`src/rtl/ldi_pkg.sv`:
```
`default_nettype none
package ldi_pkg;

   localparam int MAX_ITERATIONS = 30;
   localparam int ITER_W         = $clog2(MAX_ITERATIONS + 1);

   localparam int NUM_W     = 57;
   localparam int DEN_W     = 32;
   localparam int DIV_CNT_W = $clog2(NUM_W);

   localparam int CSR_AW = 6;
   localparam int CSR_DW = 64;

   localparam logic [2:0] REG_CENTER_U  = 3'd0;
   localparam logic [2:0] REG_CENTER_V  = 3'd1;
   localparam logic [2:0] REG_SCALE_M   = 3'd2;
   localparam logic [2:0] REG_RADIAL_K12 = 3'd3;
   localparam logic [2:0] REG_RADIAL_K3 = 3'd4;
   localparam logic [2:0] REG_TANG_P12  = 3'd5;
   localparam logic [2:0] REG_PRISM_S12 = 3'd6;
   localparam logic [2:0] REG_PRISM_S34 = 3'd7;

   typedef struct packed {
      logic             start;
      logic [NUM_W-1:0] num;
      logic [DEN_W-1:0] den;
   } ldi_div_req_type;

   typedef struct packed {
      logic             done;
      logic [NUM_W-1:0] quo;
   } ldi_div_rsp_type;

endpackage
`default_nettype wire

```
`src/rtl/ldi_div.sv`:
```
`default_nettype none
module ldi_div (
   input  logic                     clock,
   input  logic                     reset,
   input  ldi_pkg::ldi_div_req_type div_req,
   output ldi_pkg::ldi_div_rsp_type div_rsp
);
   import ldi_pkg::*;

   logic                 busy_ff;
   logic                 done_ff;
   logic [DIV_CNT_W-1:0] cnt_ff;
   logic [NUM_W-1:0]     quo_ff;
   logic [DEN_W-1:0]     rem_ff;
   logic [DEN_W-1:0]     den_ff;
   logic [DEN_W:0]       trial;
   logic [DEN_W:0]       sub;
   logic                 fits;
   logic [DEN_W-1:0]     rem_in;

   // one restoring step per cycle, numerator shifted out msb first
   always_comb begin
      trial  = {rem_ff, quo_ff[NUM_W-1]};
      sub    = trial - {1'b0, den_ff};
      fits   = trial >= {1'b0, den_ff};
      rem_in = fits ? sub[DEN_W-1:0] : trial[DEN_W-1:0];
   end

   always_ff @(posedge clock) begin
      if (reset) begin
         busy_ff <= 1'b0;
         done_ff <= 1'b0;
         cnt_ff  <= '0;
      end else begin
         done_ff <= 1'b0;
         if (div_req.start) begin
            busy_ff <= 1'b1;
            cnt_ff  <= '0;
            quo_ff  <= div_req.num;
            rem_ff  <= '0;
            den_ff  <= div_req.den;
         end else if (busy_ff) begin
            quo_ff <= {quo_ff[NUM_W-2:0], fits};
            rem_ff <= rem_in;
            cnt_ff <= cnt_ff + DIV_CNT_W'(1);
            if (cnt_ff == DIV_CNT_W'(NUM_W - 1)) begin
               busy_ff <= 1'b0;
               done_ff <= 1'b1;
            end
         end
      end
   end

   assign div_rsp.done = done_ff;
   assign div_rsp.quo  = quo_ff;

endmodule
`default_nettype wire

```
`config.mk`:
```
export PLATFORM = sky130hd
export DESIGN_NAME = ldi_div
export DESIGN_NICKNAME = d
export VERILOG_FILES = /design/src/rtl/ldi_pkg.sv /design/src/rtl/ldi_div.sv
export SDC_FILE = /design/constraint.sdc
export NUM_CORES = 1
export LEC_CHECK = 0
export BUFFER_PORTS_ARGS = -buffer_cell sky130_fd_sc_hd__buf_2
export CAP_MARGIN = 20
export CORE_ASPECT_RATIO = 0.8
export CORE_MARGIN = 2
export CORE_UTILIZATION = 40
export CTS_CLUSTER_SIZE = 12
export DETAILED_ROUTE_END_ITERATION = 8
export GPL_TIMING_DRIVEN = 0
export PLACE_DENSITY = 0.75
export SYNTH_ARGS = -nofsm -noshare
export SYNTH_HDL_FRONTEND = slang
export SYNTH_SLANG_ARGS = --single-unit
```
`constraint.sdc`:
```
create_clock -name clock -period 5.2 [get_ports clock]
set_input_delay 0.26 -clock clock [delete_from_list [all_inputs] [get_ports clock]]
set_output_delay 0.26 -clock clock [all_outputs]
set_load 0.02 [all_outputs]
```
# Word level (Yosys, flattened, before mapping)
# Index checks and enable logic that the tools add are counted.
# classes
add_sub_neg	2
magnitude_cmp	1
eq_ne	1
n_mux	8
bitwise_logic	2
n_reduce_logical	5
# op_table
operator	count
$mux W57	2
$mux W32	2
$ge A33 B32 Y1	1
$sub A32 B32 Y32	1
$add A6 B1 Y6 const B	1
$eq A6 B6 Y1 const B	1
$mux W1	4
$reduce_and A2 Y1	2
$reduce_or A3 Y1	1
$not A1 Y1	2
$reduce_bool A2 Y1	1
$reduce_or A2 Y1	1
# totals
reg_bits	129
output_inout_bits	58
elab_cells	25

# Logic depth before layout (Yosys ltp)
# Gate-level depths: netlist of the first run.
# logic_depth
ltp_word	4
ltp_mapped	13

# Least setup slack after synthesis of the first run
# Ideal clock, no wire load.
# synth_path
path_kind	input -> register
from	in div_req[89] (netlist name)
to	reg quo_ff[0] (enable)
setup_ns	0.537
arrival_time_ns	4.947
required_time_ns	4.663
setup_slack_ns	-0.284
path_stages	5
path_cell_list	clkbuf_1 clkbuf_1 clkbuf_1 nor2_1 nor2_1
# synth_between
elab_chain_len	2
# synth_lines
item	line	text
from (decl)	ldi_div.sv:5	input ldi_pkg::ldi_div_req_type div_req,
$reduce_bool A2 Y1 (no line)	-	
$reduce_and A2 Y1 (no line)	-	
to (signal assigned)	ldi_div.sv:39	quo_ff <= div_req.num;
to (signal assigned)	ldi_div.sv:43	quo_ff <= {quo_ff[NUM_W-2:0], fits};
to (decl)	ldi_div.sv:13	logic [NUM_W-1:0] quo_ff;
# No other way between the ends.
# A chain may end at the register's enable or synchronous reset.

# Worst setup path after layout of the first run
# layout_path
from	reg quo_ff[56]
to	reg rem_ff[24] (data pin)
# layout_between
elab_chain_len	3
word_cells_on_any_way	4
# layout_lines
item	line	text
$sub A32 B32 Y32 / $ge A33 B32 Y1 (equally long branches)	ldi_div.sv:24, ldi_div.sv:25	
$mux W32 *	ldi_div.sv:26	rem_in = fits ? sub[DEN_W-1:0] : trial[DEN_W-1:0];
$mux W32 *	ldi_div.sv:42	end else if (busy_ff) begin
to (signal assigned)	ldi_div.sv:44	rem_ff <= rem_in;
to (decl)	ldi_div.sv:14	logic [DEN_W-1:0] rem_ff;
# Mark *: on every way between the ends. The rest lies on a longest branch, timed or not. The select of a mux whose other input is x is not followed.

==> results of run 1 <==
-- through the flow --
| step | setup WS [ns] | utilization, % | cells | hold WS [ns] |
|---|---|---|---|---|
| after floorplan | 1.20 | - | 598 | 0.333 |
| after global placement | -0.541 | 46.2 | 976 | 0.438 |
| after detailed placement | 1.90 | 46.7 | 979 | 0.438 |
| after CTS | 1.86 | 50.5 | 1020 | 0.000929 |
| after global routing | 1.61 | 50.8 | 1025 | 0.0000754 |
| final | 1.78 | 50.8 | 1025 | 0.0134 |
-- cell type report --
type / count / area [sq um]
clock buffers: 17 / 425
flip-flops and latches: 129 / 3790
well taps: 230 / 288
repair buffers: 165 / 948
fillers: 1612 / 8830
plain buffers: 24 / 160
inverters: 42 / 158
multi-input cells: 403 / 3170
clock inverters: 15 / 181
-- critical path, cell delays in order (launching register included) --
cell and delay (ns):
edfxtp_1 0.38, inv_1 0.06, ha_1 0.22, fa_1 0.41
nor2b_1 0.18, o2111ai_1 0.18, nand4_1 0.21, nand3_1 0.19
o31ai_1 0.80, a221oi_1 0.20, xor2_1 0.19, o22ai_1 0.22
-- placed cells by master, fill, tap and decap left out, drive strengths merged, types with 6 or more instances in the layout --
master,count
o21a,8
nand2,34
dfxtp,8
a211oi,12
mux2i,18
or2,6
nor2,52
nor3,10
inv,52
dlygate4sd3,14
xor2,14
a31oi,7
mux2,58
a21oi,32
o21ai,12
xnor2,13
edfxtp,121
nand3,10
o22ai,6
clkbuf,27
ha,34
nand4,8
buf,165
a21o,18
-- worst min path at each step --
stage          slack, ns  cells after the start         from          to
3_3_place_gp        0.44                      1   div_req[7]   den_ff[7]
6_report            0.01                      1  div_req[19]  den_ff[19]
5_1_grt          0.00008                      1  div_req[28]  den_ff[28]
4_1_cts           0.0009                      1   div_req[1]   den_ff[1]
2_1_floorplan       0.33                      1        reset     busy_ff
3_5_place_dp        0.44                      1  div_req[25]  den_ff[25]
-- power by group --
group / leakage (uW) / internal, uW / switching [uW]
sequential: 0.00122 / 1240 / 40.3
clock: 0.000297 / 693 / 547
combinational: 0.00230 / 338 / 439
-- state kept, by name, summed over array words and instances (netlist names) --
register	cells
quo_ff	57
busy_ff	1
den_ff	32
done_ff	1
cnt_ff	6
rem_ff	32
-- metal layers --
| layer | part of all wire, % | GRT usage [%] |
|---|---|---|
| met5 | 0 | 0 |
| met3 | 7.7 | 6.02 |
| met4 | 2.0 | 6.26 |
| met1 | 46 | 24.8 |
| met2 | 44 | 28.9 |
-- kinds of logic (layout without fill, tap and decap cells) --
family	after synthesis	count (layout)	synth area share, %
xor+xnor	27	27	3.26
mux	76	76	11.5
buf+inv	66	263	4.38
flops	129	129	52.2
simple gates	143	143	9.55
compound gates	122	122	12.9
fa+ha+maj	35	35	6.13
-- timing repair --
item                                   in CTS  in global routing
hold buffers                                9                  5
buffers inserted                            0                  0
endpoints found under the hold margin       9                  5
setup endpoints to repair                   0                  0
==> reports/results.ini, run 1 <==
[status]
status = finished clean

[floorplanning]
die_y_microns = 125
coreArea_sq_um = 17900
dieArea_sq_um = 19300
rows = 44
initial_utilization_pct = 40.5
die_width_microns = 155
io_pins = 150

[timing]
max_freq_mhz = 292
tightest_slew_ns = 0.988
finalCriticalPeriod_ns = 3.42
rsz0062_at_grt = false
final.period_utilization_pct = 65.8
finalClockSkew_ns = 0.0137
finalHoldViolations = 0
max_slew_margin_pct = 33.9
finalSetupViolations = 0
setup_tns_ns = 0
drv_slew = 0

[critical_path]
worstSetupPathType = flop to flop
endpoint_kind = flop
crit_end = rem_ff[24]
cp-start-kind = flop
crit_arrival_ns = 3.67
cp_data_required_time_ns = 5.44
startpoint = quo_ff[56]
r2r_cells = 11
r2r_slack_ns = 1.78
crit_fanout = 4
worst_r2r_endpoint = rem_ff[24]
crit-reg2reg-launch = quo_ff[56]

[global_routing]
antenna_found_initial = 1
grt_max_degree = 35
grt-ovfl-total = 0
grt_use_total_pct = 18.7
grt_first_pass_wirelength_microns = 28200
grt_pass1_vias = 5417

[logic_synthesis]
ys_types = 66
synth.avg_cell_area_sq_um = 12.1
ys_seq_area_share_pct = 52.2
synth.net_count = 725
yosysMostFrequentCell = edfxtp_1
async_reset_ff_share_pct = 0
synthTopCellsByCount = edfxtp_1, mux2_2, nor2_1
synth_edf_count = 121
yosys.area.top_type = edfxtp_1
syn_inst = 598
syn_area_sq_um = 7260
ys_warn_count = 0
ys_ff_latch = 129
synth.area.top_cells = edfxtp_1, mux2_2, ha_1
synth.top_cell.area_share_pct = 50.0
ys.flop_type = edfxtp_1

[finish]
drive_gt1_share_pct = 36.5
antennaDiodeCount = 0
fin_nets = 909
finish.instance_area_sq_um = 9120
area_growth_pct = 25.6

[place]
port_buffers = 148
hpwlAfterDp_microns = 12600
placed_area_sq_um = 8370
place_congestion = 0.901

[cts]
cts_buffer_depth = 2
clkTransAtPathRegs_ns = 0.07
h-tree-depth = 4
cts_root_buf = clkbuf_16
clkLatencyLatePin_ns = 0.43
cts.sinks = 129
tritoncts = yes
numCtsBuffers = 17
ctsResizeCount = 0

[routing]
remaining_drc_errors = 0
routed_wl_microns = 17400
via_per_inst = 5.17
wl_per_cell_microns = 17.0
drtPass1Iterations = 4
drt-initial-drc-count = 275
antenna_left = 0
routed-via-count = 5304

[min_path]
hold_path_class = primary input to flop

[power]
cellLeakagePower_uw = 0.00382
ir_drop_mv = 0.218
total_power_uw = 3300
powerDensity_nw_per_um2 = 362

[job]
cap_viol_max_count = 0

Power figures use the tool's default switching activity.
==> run 2: changes to the inputs <==
--- a/config.mk
+++ b/config.mk
@@ -5,6 +5,7 @@
 export SDC_FILE = /design/constraint.sdc
 export NUM_CORES = 1
 export LEC_CHECK = 0
+export ABC_AREA = 1
 export BUFFER_PORTS_ARGS = -buffer_cell sky130_fd_sc_hd__buf_2
 export CAP_MARGIN = 20
 export CORE_ASPECT_RATIO = 0.8
@@ -13,7 +14,7 @@
 export CTS_CLUSTER_SIZE = 12
 export DETAILED_ROUTE_END_ITERATION = 8
 export GPL_TIMING_DRIVEN = 0
-export PLACE_DENSITY = 0.75
+export PLACE_DENSITY = 0.72
 export SYNTH_ARGS = -nofsm -noshare
 export SYNTH_HDL_FRONTEND = slang
 export SYNTH_SLANG_ARGS = --single-unit
==> constraint.sdc (replaced) <==
create_clock -name clock -period 3.55 [get_ports clock]
set_input_delay 0.1775 -clock clock [delete_from_list [all_inputs] [get_ports clock]]
set_output_delay 0.1775 -clock clock [all_outputs]
set_load 0.02 [all_outputs]
==> run 2 against run 1 <==
Via count rose by 38%. Hold slack worse by 0.0027 ns. Largest cell class unchanged. First-iteration DRC count grew 110%. Synthesized cell count increased by 82%.
==> reports/results.ini, run 2 <==
[critical_path]
r2r_cells = 13  ; +2
crit_fanout = 10  ; +6
crit-reg2reg-launch = rem_ff[6]
endpoint_kind = flop
worst_r2r_endpoint = rem_ff[10]
cp_data_required_time_ns = 3.73  ; -1.71 ns
crit_arrival_ns = 2.79  ; -0.88 ns
r2r_slack_ns = 0.94  ; -0.84 ns
cp-start-kind = flop
worstSetupPathType = flop to flop

[power]
combPwrFrac_pct = 25.8  ; +2.3 points
swShare_pct = 32.6  ; +1.4 points
cellLeakagePower_uw = 0.00526  ; +38%
ir_drop_mv = 0.260  ; +20%
switchingPower_uw = 1640  ; +60%
seqPwrFrac_pct = 37.4  ; -1.4 points
clockPowerShare_pct = 36.8  ; -0.8 points
powerDensity_nw_per_um2 = 492  ; +36%
p_int_uw = 3390  ; +50%

[logic_synthesis]
synth.area.top_cells = edfxtp_1, nand2_1, inv_1
synth.net_count = 1213  ; +67%
ys_warn_count = 0  ; unchanged
synth_edf_count = 121  ; unchanged
ys_types = 36  ; -45%
async_reset_ff_share_pct = 0  ; unchanged
ys_seq_area_share_pct = 46.7  ; -5.5 points
synth.top_cell.area_share_pct = 44.8  ; -5.3 points
ys_ff_latch = 129  ; unchanged
ys.flop_type = edfxtp_1
yosysMostFrequentCell = nand2_1
syn_area_sq_um = 8120  ; +12%
synth.avg_cell_area_sq_um = 7.48  ; -38%
yosys.area.top_type = edfxtp_1
synthTopCellsByCount = nand2_1, inv_1, edfxtp_1
syn_inst = 1086  ; +82%

[min_path]
whs_endpoint = quo_ff[16]
hold_start = div_req[48]
hold_path_class = primary input to flop
holdPathStages = 3  ; +2

[global_routing]
grt_pass1_vias = 7030  ; +30%
grt_use_total_pct = 21.3  ; +2.7 points
grt_max_degree = 31  ; -11%
antenna_found_initial = 0  ; -1
grt_first_pass_wirelength_microns = 35800  ; +27%
grt-ovfl-total = 0  ; unchanged

[routing]
via_per_inst = 4.69  ; -9.3%
remaining_drc_errors = 0  ; unchanged
drtPass1Iterations = 7  ; +3
antenna_left = 0  ; unchanged
wl_per_cell_microns = 14.3  ; -16%
routed-via-count = 7344  ; +38%
routed_wl_microns = 22300  ; +28%
drt-initial-drc-count = 586  ; +110%

[timing]
max_freq_mhz = 383  ; +31%
max_slew_margin_pct = 53.7  ; +20 points
setup_tns_ns = 0  ; unchanged
rsz0062_at_grt = false
final.period_utilization_pct = 73.5  ; +7.7 points
finalSetupViolations = 0  ; unchanged
tightest_slew_ns = 0.693  ; -0.295 ns
finalHoldViolations = 0  ; unchanged
finalClockSkew_ns = 0.0138  ; +0.0000240 ns
drv_slew = 0  ; unchanged
finalCriticalPeriod_ns = 2.61  ; -0.814 ns

[status]
status = finished clean

[finish]
layout_commonest_cell = nand2_1
final_cell_mix = nand2_1, inv_1, buf_2
area_growth_pct = 26.0
biggestRegsByFlops = quo_ff: 57 flops, den_ff: 32 flops, rem_ff: 32 flops
largest_register_ffs = 57  ; unchanged
fin_nets = 1416  ; +56%
instances_no_fill = 1565  ; +53%
antennaDiodeCount = 0  ; unchanged
top_register = quo_ff
drive_gt1_share_pct = 16.9  ; -20 points

[floorplanning]
die_y_microns = 131  ; +5.6%
dieArea_sq_um = 21500  ; +11%
coreArea_sq_um = 19900  ; +11%
rows = 46  ; +4.5%
die_width_microns = 163  ; +5.6%
initial_utilization_pct = 40.9  ; +0.43 points
io_pins = 150  ; unchanged

[cts]
tritoncts = yes
clkLatencyLatePin_ns = 0.43  ; about the same
clkTransAtPathRegs_ns = 0.07  ; about the same
cts.sinks = 129  ; unchanged
h-tree-depth = 4  ; unchanged
numCtsBuffers = 17  ; unchanged
cts_buffer_depth = 2  ; unchanged
cts_root_buf = clkbuf_16

[place]
place_congestion = 0.952  ; +5.7%
dp.cells = 1502  ; +53%
hpwlAfterDp_microns = 16900  ; +34%
port_buffers = 148  ; unchanged

[job]
cap_viol_max_count = 0  ; unchanged

[run 2: power groups by stage]
stage          clock network, uW  logic, uW  registers [uW]
5_1_grt                     1930       1460            1900
3_5_place_dp                   0       1250            1910
6_report                    1850       1300            1890
3_3_place_gp                   0       1220            1920
2_1_floorplan                  0        823            1960
4_1_cts                     1880       1290            1890
[run 2: routing by layer]
metal  vias up  share of wire, %  global-route usage [%]
li1       3764                 -                       -
met1      3285                47                    30.6
met2       276                43                    32.7
met3        19               8.7                    5.49
met4         0              0.93                    4.18
met5         -                 0                       0
[run 2: through the flow]
stage	instance area [sq um]	utilization (%)	setup WS (ns)	power [uW]	hold WS [ns]
2_1_floorplan	8130	-	0.893	2790	0.276
3_3_place_gp	9200	46.3	-0.378	3140	0.355
3_5_place_dp	9300	46.9	0.677	3160	0.356
4_1_cts	10200	51.5	0.975	5050	0.00213
5_1_grt	10200	51.5	0.781	5290	0.0186
6_report	10200	51.5	0.941	5030	0.0108
[run 2: cell type report]
class / count / area [sq um]
repair buffers: 184 / 1160
multi-input cells: 753 / 3540
plain buffers: 25 / 128
clock inverters: 14 / 179
clock buffers: 17 / 425
well taps: 264 / 330
flip-flops and latches: 129 / 3790
inverters: 179 / 674
fillers: 1946 / 9630
[run 2: timing repair]
action / 4_1_cts / 5_1_grt
hold buffers: 32 / 0
endpoints found under the hold margin: 32 / 0
gates resized for setup: 0 / 0
buffers inserted: 0 / 0
[run 2: worst max-delay path, cell delays in order, from the launching register on]
cell and delay (ns):
edfxtp_1 0.43, ha_1 0.41, nand2_1 0.14, nor2_2 0.20
nand3_1 0.11, nand3_2 0.12, nand2_1 0.11, nand2_2 0.12
nand2_4 0.12, nand2_4 0.17, inv_4 0.09, buf_6 0.16
nor2_1 0.12, nor2_1 0.06
[run 2: logic make-up after synthesis]
family | count (synthesis) | share of synthesized area (%)
AOI/OAI and AO/OA | 27 | 1.79
adders and majority gates | 35 | 5.49
and+or+nand+nor | 676 | 34.5
DFF | 129 | 46.7
buffers and inverters | 204 | 9.88
xor gates and xnor gates | 15 | 1.62
[run 2: worst max path at each step]
stage | start | end | slack, ns | cells past startpoint
after floorplan | div_req[89] | quo_ff[0] | 0.89 | 4
after global placement | div_req[89] | quo_ff[12] | -0.38 | 4
after detailed placement | div_req[89] | quo_ff[15] | 0.68 | 7
after CTS | rem_ff[6] | rem_ff[12] | 0.97 | 13
after global routing | rem_ff[19] | rem_ff[10] | 0.78 | 13
final | rem_ff[6] | rem_ff[10] | 0.94 | 13
